$ cat config.mk
export PLATFORM = sky130hd
export DESIGN_NAME = nru_page_replacement
export DESIGN_NICKNAME = d
export VERILOG_FILES = /design/src/rtl/core/nru_pkg.sv /design/src/rtl/core/nru_cell.sv /design/src/rtl/core/nru_mod.sv /design/src/rtl/core/nru_page_replacement.sv
export SDC_FILE = /design/constraint.sdc
export NUM_CORES = 1
export LEC_CHECK = 0
export BUFFER_PORTS_ARGS = -buffer_cell sky130_fd_sc_hd__buf_2
export CAP_MARGIN = 20
export CORE_MARGIN = 2
export CORE_UTILIZATION = 50
export CTS_CLUSTER_SIZE = 28
export DETAILED_ROUTE_END_ITERATION = 16
export PLACE_DENSITY = 0.71
export REMOVE_ABC_BUFFERS = 1
export SYNTH_ARGS = -nofsm -noshare
export SYNTH_HDL_FRONTEND = slang
export SYNTH_HIERARCHICAL = 1
export SYNTH_SLANG_ARGS = --single-unit
$ cat constraint.sdc
create_clock -name clk -period 17.6 [get_ports clk]
set_clock_uncertainty 0.05 [all_clocks]
set_input_delay 0 -clock clk [delete_from_list [all_inputs] [get_ports clk]]
set_output_delay 0 -clock clk [all_outputs]
set_load 0.01 [all_outputs]
$ cat src/rtl/core/nru_pkg.sv
// ----------------------------------------------------------------------------
// nru_pkg
// Shared constants and types for the NRU page replacement unit.
// ----------------------------------------------------------------------------
package nru_pkg;

  localparam int MAX_FRAMES  = 8;
  localparam int PAGE_BITS   = 16;
  localparam int RND_W       = 16;
  localparam int FRAME_IDX_W = (MAX_FRAMES > 1) ? $clog2(MAX_FRAMES) : 1;
  localparam int CNT_W       = $clog2(MAX_FRAMES + 1);
  localparam int FIU_W       = 4;
  localparam int RI_W        = 8;
  localparam int FAULT_W     = 32;

  // modulo unit: bits retired per cycle
  localparam int MOD_BITS_PER_CYC = 4;
  localparam int MOD_CYCLES       = RND_W / MOD_BITS_PER_CYC;
  localparam int MOD_CNT_W        = (MOD_CYCLES > 1) ? $clog2(MOD_CYCLES) : 1;

  localparam int APB_AW = 3;
  localparam int APB_DW = 32;

  localparam logic [FIU_W-1:0] FIU_RESET = FIU_W'(8);
  localparam logic [RI_W-1:0]  RI_RESET  = RI_W'(5);

  typedef enum logic [0:0] {
    REG_FRAMES_IN_USE  = 1'b0,
    REG_RESET_INTERVAL = 1'b1
  } reg_idx_t;

  // ripple from frame to frame
  typedef struct packed {
    logic             found;
    logic [CNT_W-1:0] cnt;
  } chain_t;

  // commit command broadcast to all frame cells
  typedef struct packed {
    logic commit;
    logic fault;
    logic clear_all;
  } cell_cmd_t;

endpackage

$ cat src/rtl/core/nru_cell.sv
// ----------------------------------------------------------------------------
// nru_cell
// One frame: page tag, valid and use bit, with lookup and candidate ripple.
// ----------------------------------------------------------------------------
module nru_cell (
  input  logic                              clk,
  input  logic                              rst_n,
  input  logic [nru_pkg::FRAME_IDX_W-1:0]   cell_idx,
  input  logic [nru_pkg::CNT_W-1:0]         n_act,
  input  logic [nru_pkg::PAGE_BITS-1:0]     page_in,
  input  logic [nru_pkg::CNT_W-1:0]         pick,
  input  logic                              tgt,
  input  nru_pkg::cell_cmd_t                cmd,
  input  nru_pkg::chain_t                   chain_i,
  output nru_pkg::chain_t                   chain_o,
  output logic                              first_o,
  output logic                              sel_o,
  output logic [nru_pkg::PAGE_BITS-1:0]     page_o,
  output logic                              valid_o
);
  import nru_pkg::*;

  logic [PAGE_BITS-1:0] page_r;
  logic                 valid_r;
  logic                 use_r;
  logic                 active;
  logic                 match;
  logic                 cand;

  assign active = {{(CNT_W-FRAME_IDX_W){1'b0}}, cell_idx} < n_act;
  assign match  = active & valid_r & (page_r == page_in);
  assign cand   = active & (~valid_r | ~use_r);

  assign first_o       = match & ~chain_i.found;
  assign chain_o.found = chain_i.found | match;
  assign chain_o.cnt   = chain_i.cnt + {{(CNT_W-1){1'b0}}, cand};
  assign sel_o         = cand & (chain_i.cnt == pick);
  assign page_o        = page_r;
  assign valid_o       = valid_r;

  always_ff @(posedge clk) begin
    if (!rst_n) begin
      valid_r <= 1'b0;
      use_r   <= 1'b0;
    end else if (cmd.commit) begin
      if (cmd.clear_all) begin
        use_r <= 1'b0;
      end else if (tgt) begin
        use_r <= 1'b1;
      end
      if (tgt && cmd.fault) begin
        valid_r <= 1'b1;
      end
    end
  end

  always_ff @(posedge clk) begin
    if (cmd.commit && cmd.fault && tgt) begin
      page_r <= page_in;
    end
  end

endmodule

$ cat src/rtl/core/nru_mod.sv
// ----------------------------------------------------------------------------
// nru_mod
// Iterative restoring remainder of the random value by the candidate count.
// ----------------------------------------------------------------------------
module nru_mod (
  input  logic                        clk,
  input  logic                        rst_n,
  input  logic                        start,
  input  logic [nru_pkg::RND_W-1:0]   dividend,
  input  logic [nru_pkg::CNT_W-1:0]   divisor,
  output logic                        done,
  output logic [nru_pkg::CNT_W-1:0]   remainder
);
  import nru_pkg::*;

  logic                 busy_r;
  logic                 done_r;
  logic [MOD_CNT_W-1:0] step_r;
  logic [RND_W-1:0]     dvd_r;
  logic [RND_W-1:0]     dvd_nxt;
  logic [CNT_W-1:0]     div_r;
  logic [CNT_W-1:0]     rem_r;
  logic [CNT_W-1:0]     rem_nxt;

  always_comb begin
    logic [CNT_W:0]   t;
    logic [CNT_W-1:0] r;
    logic [RND_W-1:0] d;
    r = rem_r;
    d = dvd_r;
    for (int k = 0; k < MOD_BITS_PER_CYC; k++) begin
      t = {r, d[RND_W-1]};
      d = {d[RND_W-2:0], 1'b0};
      if (t >= {1'b0, div_r}) begin
        t = t - {1'b0, div_r};
      end
      r = t[CNT_W-1:0];
    end
    rem_nxt = r;
    dvd_nxt = d;
  end

  always_ff @(posedge clk) begin
    if (!rst_n) begin
      busy_r <= 1'b0;
      done_r <= 1'b0;
      step_r <= '0;
    end else begin
      done_r <= 1'b0;
      if (start) begin
        busy_r <= 1'b1;
        step_r <= '0;
      end else if (busy_r) begin
        step_r <= step_r + 1'b1;
        if (step_r == MOD_CNT_W'(MOD_CYCLES - 1)) begin
          busy_r <= 1'b0;
          done_r <= 1'b1;
        end
      end
    end
  end

  always_ff @(posedge clk) begin
    if (start) begin
      dvd_r <= dividend;
      div_r <= divisor;
      rem_r <= '0;
    end else if (busy_r) begin
      dvd_r <= dvd_nxt;
      rem_r <= rem_nxt;
    end
  end

  assign done      = done_r;
  assign remainder = rem_r;

endmodule

$ cat src/rtl/core/nru_page_replacement.sv
// ----------------------------------------------------------------------------
// nru_page_replacement
// Not-recently-used page replacement unit built as a row of frame cells.
// ----------------------------------------------------------------------------
// Usage: each input beat carries a page number and a random value. The frame
// cells compare the page in parallel and ripple a hit flag and a running
// candidate count from frame 0 upward. On a miss with candidates the random
// value is reduced modulo the candidate count by a shared iterative unit
// retiring four bits a cycle; the pick then selects the frame to replace.
// One output beat per input beat: hit flag, frame, evicted page, fault total.
// One item is in flight at a time; in_ready returns the cycle after the
// result is loaded, so a new item is taken only once the last has committed.
// The result sits in an output register; a stalled receiver holds it there
// and the next item proceeds up to its commit, which waits for that slot.
// Reset (rst_n, synchronous) empties all frames, clears use bits, counters,
// and restores frames_in_use to 8 and reset_interval to 5. The APB-style port
// writes registers at 0x0 (frames_in_use) and 0x4 (reset_interval).
// ----------------------------------------------------------------------------
module nru_page_replacement (
  input  logic                            clk,
  input  logic                            rst_n,
  input  logic                            in_valid,
  output logic                            in_ready,
  input  logic [nru_pkg::PAGE_BITS-1:0]   in_page_number,
  input  logic [nru_pkg::RND_W-1:0]       in_random_value,
  output logic                            out_valid,
  input  logic                            out_ready,
  output logic                            out_hit,
  output logic [nru_pkg::FRAME_IDX_W-1:0] out_frame_used,
  output logic                            out_evicted_valid,
  output logic [nru_pkg::PAGE_BITS-1:0]   out_evicted_page,
  output logic [nru_pkg::FAULT_W-1:0]     out_fault_total,
  input  logic                            psel,
  input  logic                            penable,
  input  logic                            pwrite,
  input  logic [nru_pkg::APB_AW-1:0]      paddr,
  input  logic [nru_pkg::APB_DW-1:0]      pwdata,
  output logic [nru_pkg::APB_DW-1:0]      prdata,
  output logic                            pready
);
  import nru_pkg::*;

  typedef enum logic [3:0] {
    S_IDLE = 4'b0001,
    S_LOOK = 4'b0010,
    S_DIV  = 4'b0100,
    S_DONE = 4'b1000
  } state_t;

  state_t state_r, state_nxt;

  logic [FIU_W-1:0]     frames_in_use_r;
  logic [RI_W-1:0]      reset_interval_r;
  logic [CNT_W-1:0]     n_act;
  reg_idx_t             reg_sel;

  logic [PAGE_BITS-1:0] page_r;
  logic [RND_W-1:0]     rnd_r;
  logic                 hit_r;
  logic [MAX_FRAMES-1:0] hit_vec_r;
  logic [CNT_W-1:0]     cand_cnt_r;
  logic [CNT_W-1:0]     pick_r;
  logic [RI_W-1:0]      ref_cnt_r, ref_cnt_nxt;
  logic [FAULT_W-1:0]   fault_cnt_r, fault_cnt_nxt;
  logic                 clear_all;
  logic [RI_W-1:0]      ref_inc;
  logic [RI_W-1:0]      interval;

  chain_t               chain [MAX_FRAMES+1];
  logic [MAX_FRAMES-1:0] first_vec;
  logic [MAX_FRAMES-1:0] sel_vec;
  logic [MAX_FRAMES-1:0] valid_vec;
  logic [PAGE_BITS-1:0] page_vec [MAX_FRAMES];
  logic [MAX_FRAMES-1:0] tgt_vec;
  cell_cmd_t            cmd;

  logic                 mod_start;
  logic                 mod_done;
  logic [CNT_W-1:0]     mod_rem;

  logic                 commit;
  logic [FRAME_IDX_W-1:0] slot;
  logic                 ev_valid;
  logic [PAGE_BITS-1:0] ev_page;

  logic                 out_valid_r;
  logic                 out_hit_r;
  logic [FRAME_IDX_W-1:0] out_frame_r;
  logic                 out_ev_valid_r;
  logic [PAGE_BITS-1:0] out_ev_page_r;

  // configuration
  assign pready  = 1'b1;
  assign reg_sel = reg_idx_t'(paddr[2]);

  always_ff @(posedge clk) begin
    if (!rst_n) begin
      frames_in_use_r  <= FIU_RESET;
      reset_interval_r <= RI_RESET;
    end else if (psel && penable && pwrite && pready) begin
      case (reg_sel)
        REG_FRAMES_IN_USE:  frames_in_use_r  <= pwdata[FIU_W-1:0];
        REG_RESET_INTERVAL: reset_interval_r <= pwdata[RI_W-1:0];
        default: ;
      endcase
    end
  end

  always_comb begin
    case (reg_sel)
      REG_FRAMES_IN_USE:  prdata = {{(APB_DW-FIU_W){1'b0}}, frames_in_use_r};
      REG_RESET_INTERVAL: prdata = {{(APB_DW-RI_W){1'b0}}, reset_interval_r};
      default:            prdata = '0;
    endcase
  end

  always_comb begin
    if (frames_in_use_r == '0) begin
      n_act = CNT_W'(1);
    end else if ({{(32-FIU_W){1'b0}}, frames_in_use_r} > 32'(MAX_FRAMES)) begin
      n_act = CNT_W'(MAX_FRAMES);
    end else begin
      n_act = CNT_W'(frames_in_use_r);
    end
  end

  // frame cells
  assign chain[0] = '0;

  for (genvar i = 0; i < MAX_FRAMES; i++) begin : g_cell
    nru_cell u_cell (
      .clk      (clk),
      .rst_n    (rst_n),
      .cell_idx (FRAME_IDX_W'(i)),
      .n_act    (n_act),
      .page_in  (page_r),
      .pick     (pick_r),
      .tgt      (tgt_vec[i]),
      .cmd      (cmd),
      .chain_i  (chain[i]),
      .chain_o  (chain[i+1]),
      .first_o  (first_vec[i]),
      .sel_o    (sel_vec[i]),
      .page_o   (page_vec[i]),
      .valid_o  (valid_vec[i])
    );
  end

  nru_mod u_mod (
    .clk       (clk),
    .rst_n     (rst_n),
    .start     (mod_start),
    .dividend  (rnd_r),
    .divisor   (chain[MAX_FRAMES].cnt),
    .done      (mod_done),
    .remainder (mod_rem)
  );

  assign mod_start = (state_r == S_LOOK) && !chain[MAX_FRAMES].found &&
                     (chain[MAX_FRAMES].cnt != '0);

  // target frame and eviction
  always_comb begin
    if (hit_r) begin
      tgt_vec = hit_vec_r;
    end else if (cand_cnt_r == '0) begin
      tgt_vec = MAX_FRAMES'(1);
    end else begin
      tgt_vec = sel_vec;
    end
  end

  always_comb begin
    slot    = '0;
    ev_page = '0;
    for (int i = 0; i < MAX_FRAMES; i++) begin
      if (tgt_vec[i]) begin
        slot    = slot | FRAME_IDX_W'(i);
        ev_page = ev_page | page_vec[i];
      end
    end
    ev_valid = !hit_r && |(tgt_vec & valid_vec);
    if (!ev_valid) begin
      ev_page = '0;
    end
  end

  // counters
  assign interval    = (reset_interval_r == '0) ? RI_W'(1) : reset_interval_r;
  assign ref_inc     = ref_cnt_r + 1'b1;
  assign clear_all   = ref_inc >= interval;
  assign ref_cnt_nxt = clear_all ? '0 : ref_inc;
  assign fault_cnt_nxt = (hit_r || (&fault_cnt_r)) ? fault_cnt_r : fault_cnt_r + 1'b1;

  assign commit = (state_r == S_DONE) && (!out_valid_r || out_ready);

  assign cmd.commit    = commit;
  assign cmd.fault     = !hit_r;
  assign cmd.clear_all = clear_all;

  // sequencer
  always_comb begin
    state_nxt = state_r;
    case (state_r)
      S_IDLE: if (in_valid) state_nxt = S_LOOK;
      S_LOOK: state_nxt = mod_start ? S_DIV : S_DONE;
      S_DIV:  if (mod_done) state_nxt = S_DONE;
      S_DONE: if (commit) state_nxt = S_IDLE;
      default: state_nxt = S_IDLE;
    endcase
  end

  always_ff @(posedge clk) begin
    if (!rst_n) begin
      state_r     <= S_IDLE;
      ref_cnt_r   <= '0;
      fault_cnt_r <= '0;
      out_valid_r <= 1'b0;
    end else begin
      state_r <= state_nxt;
      if (commit) begin
        ref_cnt_r   <= ref_cnt_nxt;
        fault_cnt_r <= fault_cnt_nxt;
        out_valid_r <= 1'b1;
      end else if (out_ready) begin
        out_valid_r <= 1'b0;
      end
    end
  end

  always_ff @(posedge clk) begin
    if (in_valid && in_ready) begin
      page_r <= in_page_number;
      rnd_r  <= in_random_value;
    end
    if (state_r == S_LOOK) begin
      hit_r      <= chain[MAX_FRAMES].found;
      hit_vec_r  <= first_vec;
      cand_cnt_r <= chain[MAX_FRAMES].cnt;
    end
    if (mod_done) begin
      pick_r <= mod_rem;
    end
    if (commit) begin
      out_hit_r      <= hit_r;
      out_frame_r    <= slot;
      out_ev_valid_r <= ev_valid;
      out_ev_page_r  <= ev_page;
    end
  end

  assign in_ready          = (state_r == S_IDLE);
  assign out_valid         = out_valid_r;
  assign out_hit           = out_hit_r;
  assign out_frame_used    = out_frame_r;
  assign out_evicted_valid = out_ev_valid_r;
  assign out_evicted_page  = out_ev_page_r;
  assign out_fault_total   = fault_cnt_r;

  // checks
  a_hit_onehot: assert property (@(posedge clk) disable iff (!rst_n)
    $onehot0(first_vec))
    else $error("more than one first-match frame");

  a_commit_tgt: assert property (@(posedge clk) disable iff (!rst_n)
    commit |-> $onehot(tgt_vec))
    else $error("commit without a single target frame");

  a_hit_no_evict: assert property (@(posedge clk) disable iff (!rst_n)
    out_valid && out_hit |-> !out_evicted_valid)
    else $error("eviction reported on a hit");

  a_fault_count: assert property (@(posedge clk) disable iff (!rst_n)
    commit && !hit_r |=> fault_cnt_r != '0)
    else $error("fault total zero after a fault");

endmodule

### After elaboration in Yosys (flattened, before gate mapping)

Cells that the tools add are included.

* output and inout port bits: 88
* register bits: 299
* logic and storage cells: 310
* input port bits: 74

* eq/ne operators: 23
* add/sub/neg operators: 14
* magnitude comparators: 14
* bitwise operators: 89
* multiplexer cells: 52
* reductions and logical operators: 70

Operators by type and width (count)
* 2-to-1 mux 16 bit: 10
* equality test 16 bit: 8
* OR 16 bit: 7
* case mux 32 bit (2 select lines): 1
* 2-to-1 mux 4 bit: 10
* AND 1 bit: 39
* AND reduction 2 bit: 19
* adder 32 x 1 -> 32 bit, second input constant: 1
* 2-to-1 mux 8 bit: 4
* AND reduction 32 bit: 1
* inverter 1 bit: 27
* logical AND 1 bit: 24
* 2-to-1 mux 1 bit: 24
* >= comparator 5 x 4 -> 1 bit: 4
* nonzero test 2 bit: 10
* adder 4 x 1 -> 4 bit: 4
* equality test 4 bit: 4
* < comparator 3 x 4 -> 1 bit, first input constant: 4
* case mux 4 bit (4 select lines): 1
* subtractor 4 bit: 4
* OR 1 bit: 15
* logical NOT 4 bit: 3
* adder 8 x 1 -> 8 bit, second input constant: 1
* AND 8 bit: 1
* other kinds (28): 36

### Depth between registers and ports, before layout

* word-level depth: 30
* depth in mapped cells: 28
* depth with buffers taken out: 28

### By module

Netlist, hierarchy kept.

Modules (own cells, without submodules)
* nru_cell: area each 914.6 um^2, times used 8, sequential area each 520.5 um^2, cells an instance 69
* nru_page_replacement: area each 6919.1 um^2, times used 1, sequential area each 3243.1 um^2, cells an instance 703
* nru_mod: area each 1928.1 um^2, times used 1, sequential area each 760.7 um^2, cells an instance 174

### Worst setup path after synthesis

No wires, ideal clock.

* path type: register -> register
* start point: reg u_mod.div_r[1]
* end point: reg u_mod.rem_r[2] (netlist: u_mod/remainder[2])
* arrival time: 6106 ps
* cell stages (with the launch flop): 28
* data required time: 17489 ps
* setup slack: 11383 ps
* path through: edfxtp_1 > inv_1 > ha_1 > inv_1 > o211ai_2 > nand2_1 > mux2_2 > inv_1 > ha_1 > a211oi_1 > o21bai_1 > a31oi_4 > mux2_1 > inv_1 > ha_1 > a211o_1 > a21oi_1 > o21ai_0 > mux2i_2 > mux2i_1 > ha_1 > a21o_1 > a21o_1 > a21o_1 > a2111oi_1 > mux2i_2 > or4b_1 > nand2_1

* word-level cells in the longest chain between the ends: 8

RTL lines
* start: declaration: RTL line nru_mod.sv:21 `logic [CNT_W-1:0] div_r;`
* start signal: assignment: RTL line nru_mod.sv:66 `div_r <= divisor;`
* subtractor 4 bit / >= comparator 5 x 4 -> 1 bit (equally long branches): RTL line nru_mod.sv:35, nru_mod.sv:34
* 2-to-1 mux 4 bit: RTL line nru_mod.sv:34 `if (t >= {1'b0, div_r}) begin`
* subtractor 4 bit / >= comparator 5 x 4 -> 1 bit (equally long branches): RTL line nru_mod.sv:35, nru_mod.sv:34
* 2-to-1 mux 4 bit: RTL line nru_mod.sv:34
* >= comparator 5 x 4 -> 1 bit / subtractor 4 bit (equally long branches): RTL line nru_mod.sv:34, nru_mod.sv:35
* 2-to-1 mux 4 bit: RTL line nru_mod.sv:34
* subtractor 4 bit / >= comparator 5 x 4 -> 1 bit (equally long branches): RTL line nru_mod.sv:35, nru_mod.sv:34
* 2-to-1 mux 4 bit (*): RTL line nru_mod.sv:34
* end signal: assignment: RTL line nru_mod.sv:70 `rem_r <= rem_nxt;`
* end: declaration: RTL line nru_mod.sv:22 `logic [CNT_W-1:0] rem_r;`

Mark *: on every way between the ends. The rest lies on a longest branch, timed or not.
A chain may end at the register's enable or synchronous reset.

==> flow_metrics.env <==
export IMPL_hold_viol=0
export IMPL_min_path_cells=3
export IMPL_setup_tns_ns=0
export IMPL_holdPathEnd="g_cell[1].u_cell/use_r"
export IMPL_async_flop_share_pct=0
export IMPL_clock_latency_ns=0.57
export IMPL_reg2reg_slack_ns=10.22
export IMPL_viasPerCell=6.01
export IMPL_n_antenna_cell=0
export IMPL_grt_pass1_vias=11993
export IMPL_grt_pass1_wl_mm=64.9
export IMPL_drtIter0Drc=1192
export IMPL_synth_top_cell_by_area="edfxtp_1"
export IMPL_layout_drive_gt1_share_pct=14.5
export IMPL_fmax_ghz=0.135
export IMPL_synth_cell_types=80
export IMPL_yosysSeqAreaShare_pct=50.5
export IMPL_wl_mm=42.0
export IMPL_path_clk_slew_ns=0.07
export IMPL_leakagePower_nw=6.73
export IMPL_worstSetupPathType="flip-flop to flip-flop"
export IMPL_die_area_um2=33800
export IMPL_cpMostUsedCell="ha_1"
export IMPL_cts_root_buffer="clkbuf_16"
export IMPL_numPortBuffers=110
export IMPL_fillers=2581
export IMPL_instances_no_fill=2066
export IMPL_grt_max_degree=52
export IMPL_final_antenna_net_count=0
export IMPL_crit_slowest_cell="nor3b_4"
export IMPL_die_x_um=184
export IMPL_cts_setup_buffers=0
export IMPL_hpwl_mm=26.9
export IMPL_synth_edf_count=218
export IMPL_worstMarginPinSlew_ns=1.21
export IMPL_min_path_type="input pin to flip-flop"
export IMPL_drt_wirelength_per_cell_um=20.3
export IMPL_rows=65
export IMPL_clockBufferDepth=3
export IMPL_cts_buffers=31
export IMPL_cts_max_level=1
export IMPL_yosysTopAreaCellShare_pct=40.5
export IMPL_ys_seq_elements=299
export IMPL_nNetsFinal=1779
export IMPL_gr_total_overflow=0
export IMPL_coreArea_um2=31700
export IMPL_timing_reg2reg_worst_path_depth=21
export IMPL_clock_sinks=299
export IMPL_pin_count=162
export IMPL_tritoncts="done"
export IMPL_worst_setup_path_end_kind="flip-flop"
export IMPL_hold_start="rst_n"
export IMPL_slowest_delay_ns=0.95
export IMPL_relSlewSlack_pct=19.6
export IMPL_start_util_pct=51.0
export IMPL_holdBufCountCts=63
export IMPL_rsz0062_at_grt="no"
export IMPL_status="completed"
export IMPL_path_cells="nor2b_1, inv_1, ha_1, a211oi_1, nor3_1, a21oi_1, ha_1, ha_1, ha_1, ha_1, ha_1, ha_1, xor2_1, nand3_1, xnor2_1, xnor2_1, nand4_1, a211oi_1, nor3b_4, a21o_1, and3_1"
export IMPL_vias=12415
export IMPL_syn_cell_area_um2=16200
export IMPL_drc_errors=0
export IMPL_synth_avg_cell_area_um2=11.3
export IMPL_setup_viol=0
export IMPL_synth_area_top_cells="edfxtp_1 40%, dfxtp_1 10%, xnor2_1 9.5%"
export IMPL_ys_warn_count=6
export IMPL_first_pass_iters=6
export IMPL_start_kind="flip-flop"
export IMPL_reg2reg_to="g_cell[6].u_cell/page_o[14]"
export IMPL_r2r_start="frames_in_use_r[3]"
export IMPL_path_max_fanout=18
export IMPL_powerDensity_nw_per_um2=113
export IMPL_area_growth_pct=17.3
export IMPL_worst_ep_arrival_time_ns=7.50
export IMPL_worst_endpoint_required_ns=17.72
export IMPL_dpl_cell_count=1945
export IMPL_place_congestion=0.902
export IMPL_synth_flop_cell="edfxtp_1"
export IMPL_ir_worst_vdd_uv=189
export IMPL_antenna_found_initial=0
export IMPL_synth_cells=1429
export IMPL_period_share_pct=41.9
export IMPL_fp_dieH_um=184
export IMPL_cts_resized=0
export IMPL_post_route_min_period_ns=7.38
export IMPL_slew_violations=0
export IMPL_drv_cap=0
export IMPL_grt_use_total_pct=24.6
==> sequential cells by signal, summed over array words and instances, names as in the netlist, 2 cells and up <==
name,cells
frames_in_use_r,4
g_cell.u_cell/valid_o,8
state_r,4
out_frame_used,3
u_mod/dvd_r,16
hit_vec_r,8
rnd_r,16
ref_cnt_r,8
cand_cnt_r,4
out_evicted_page,16
pick_r,4
u_mod/div_r,4
u_mod/step_r,2
reset_interval_r,8
g_cell.u_cell/page_o,128
out_fault_total,32
u_mod/remainder,4
g_cell.u_cell/use_r,8
page_r,16
==> worst max path at each step <==
| stage | depth (start not counted) | endpoint | start |
|---|---|---|---|
| CTS | 21 | g_cell[6].u_cell/page_o[14] | frames_in_use_r[3] |
| global placement | 22 | g_cell[7].u_cell/page_o[5] | frames_in_use_r[3] |
| floorplan | 22 | g_cell[7].u_cell/page_o[0] | frames_in_use_r[3] |
| detailed placement | 21 | g_cell[6].u_cell/page_o[0] | frames_in_use_r[3] |
| finish | 21 | g_cell[6].u_cell/page_o[14] | frames_in_use_r[3] |
| global route | 21 | g_cell[6].u_cell/page_o[14] | frames_in_use_r[3] |
==> where the power goes <==
part / internal, mW / switching [mW]
Sequential: 0.804 / 0.0492
Clock: 0.399 / 0.278
Combinational: 0.278 / 0.334
==> cell type report <==
class,count,area (um2),share of cell area (%)
flip-flops and latches,299,8170,43.1
multi-input cells,1061,7690,40.6
repair buffers,188,1330,7.03
clock buffers,36,805,4.24
well taps,402,503,2.65
clock inverters,19,233,1.23
inverters,61,229,1.21
==> cells in the mapped netlist (4+ instances only) <==
cell      number
a211oi_1      19
a21o_1        12
a21oi_1       71
a221oi_1      16
a22o_1        32
a22oi_1       66
a31oi_1       19
and2_1        12
and3_1        14
and4_1         7
buf_1          5
buf_4         25
clkbuf_1      36
dfxtp_1       81
edfxtp_1     218
fa_1           4
ha_1          59
inv_1         61
mux2_2        18
mux2i_1       17
nand2_1       87
nand2b_1      26
nand3_1       54
nand4_1       40
nand4b_1       5
nor2_1        53
nor2b_1        7
nor3_1        18
nor3b_1        6
nor4_1         5
nor4_2         9
o21a_1        10
o21ai_0       28
o31ai_1        4
o31ai_2        9
or3_1         15
or4_1          5
or4_4          8
xnor2_1      175
xor2_1        17
==> worst max-delay path: cells and delay by family (launching register included) <==
kind	cells	cell delay, ns
and+or+nand+nor	6	2.87
DFF	1	0.60
buffers and inverters	1	0.11
xor gates and xnor gates	3	0.74
AOI/OAI and AO/OA	4	0.63
adders and majority gates	7	1.96
==> stage by stage <==
stage,util (%),area (um2),power [mW],worst slack (ns),hold WS (ns)
global placement,54.3,17200,1.45,10.44,0.126
finish,59.8,19000,2.14,10.22,0.0518
CTS,59.6,18900,2.15,10.33,0.0266
detailed placement,54.3,17200,1.46,10.38,0.128
global route,59.8,19000,2.25,9.81,0.0838
floorplan,-,16000,1.32,10.99,0.0119
==> cell families after synthesis <==
kind of cell	count (synthesis)	share of synthesized area, %
xor gates and xnor gates	192	10.4
DFF	299	50.5
buffers and inverters	128	3.56
AOI/OAI and AO/OA	316	13.9
and+or+nand+nor	390	13.8
adders and majority gates	63	5.06
other	2	0.0465
muxes	39	2.64
==> placed cells by master (no fill, tap or decap), drive strengths merged, types with 13 or more instances in the layout <==
cell type	n
mux2i	19
a211oi	19
xnor2	175
nor2	54
xor2	17
or4	13
mux2	20
dfxtp	81
a31oi	20
nand2b	26
and3	14
inv	62
conb	61
nand3	54
clkbuf	36
a22o	32
nand2	87
nor4	16
o21ai	30
dlygate4sd3	63
ha	59
nor3	19
o31ai	13
buf	125
edfxtp	218
a221oi	16
or3	16
a22oi	66
a21oi	72
nand4	41
==> metal layers <==
layer	global-route usage [%]	vias to the layer above	part of all wire, %
li1	-	5747	-
met1	32.3	5999	42
met2	41.1	541	47
met3	3.55	128	7.3
met4	10.0	0	3.8
met5	0	-	0
No activity file was read; power rests on OpenSTA's default activity.
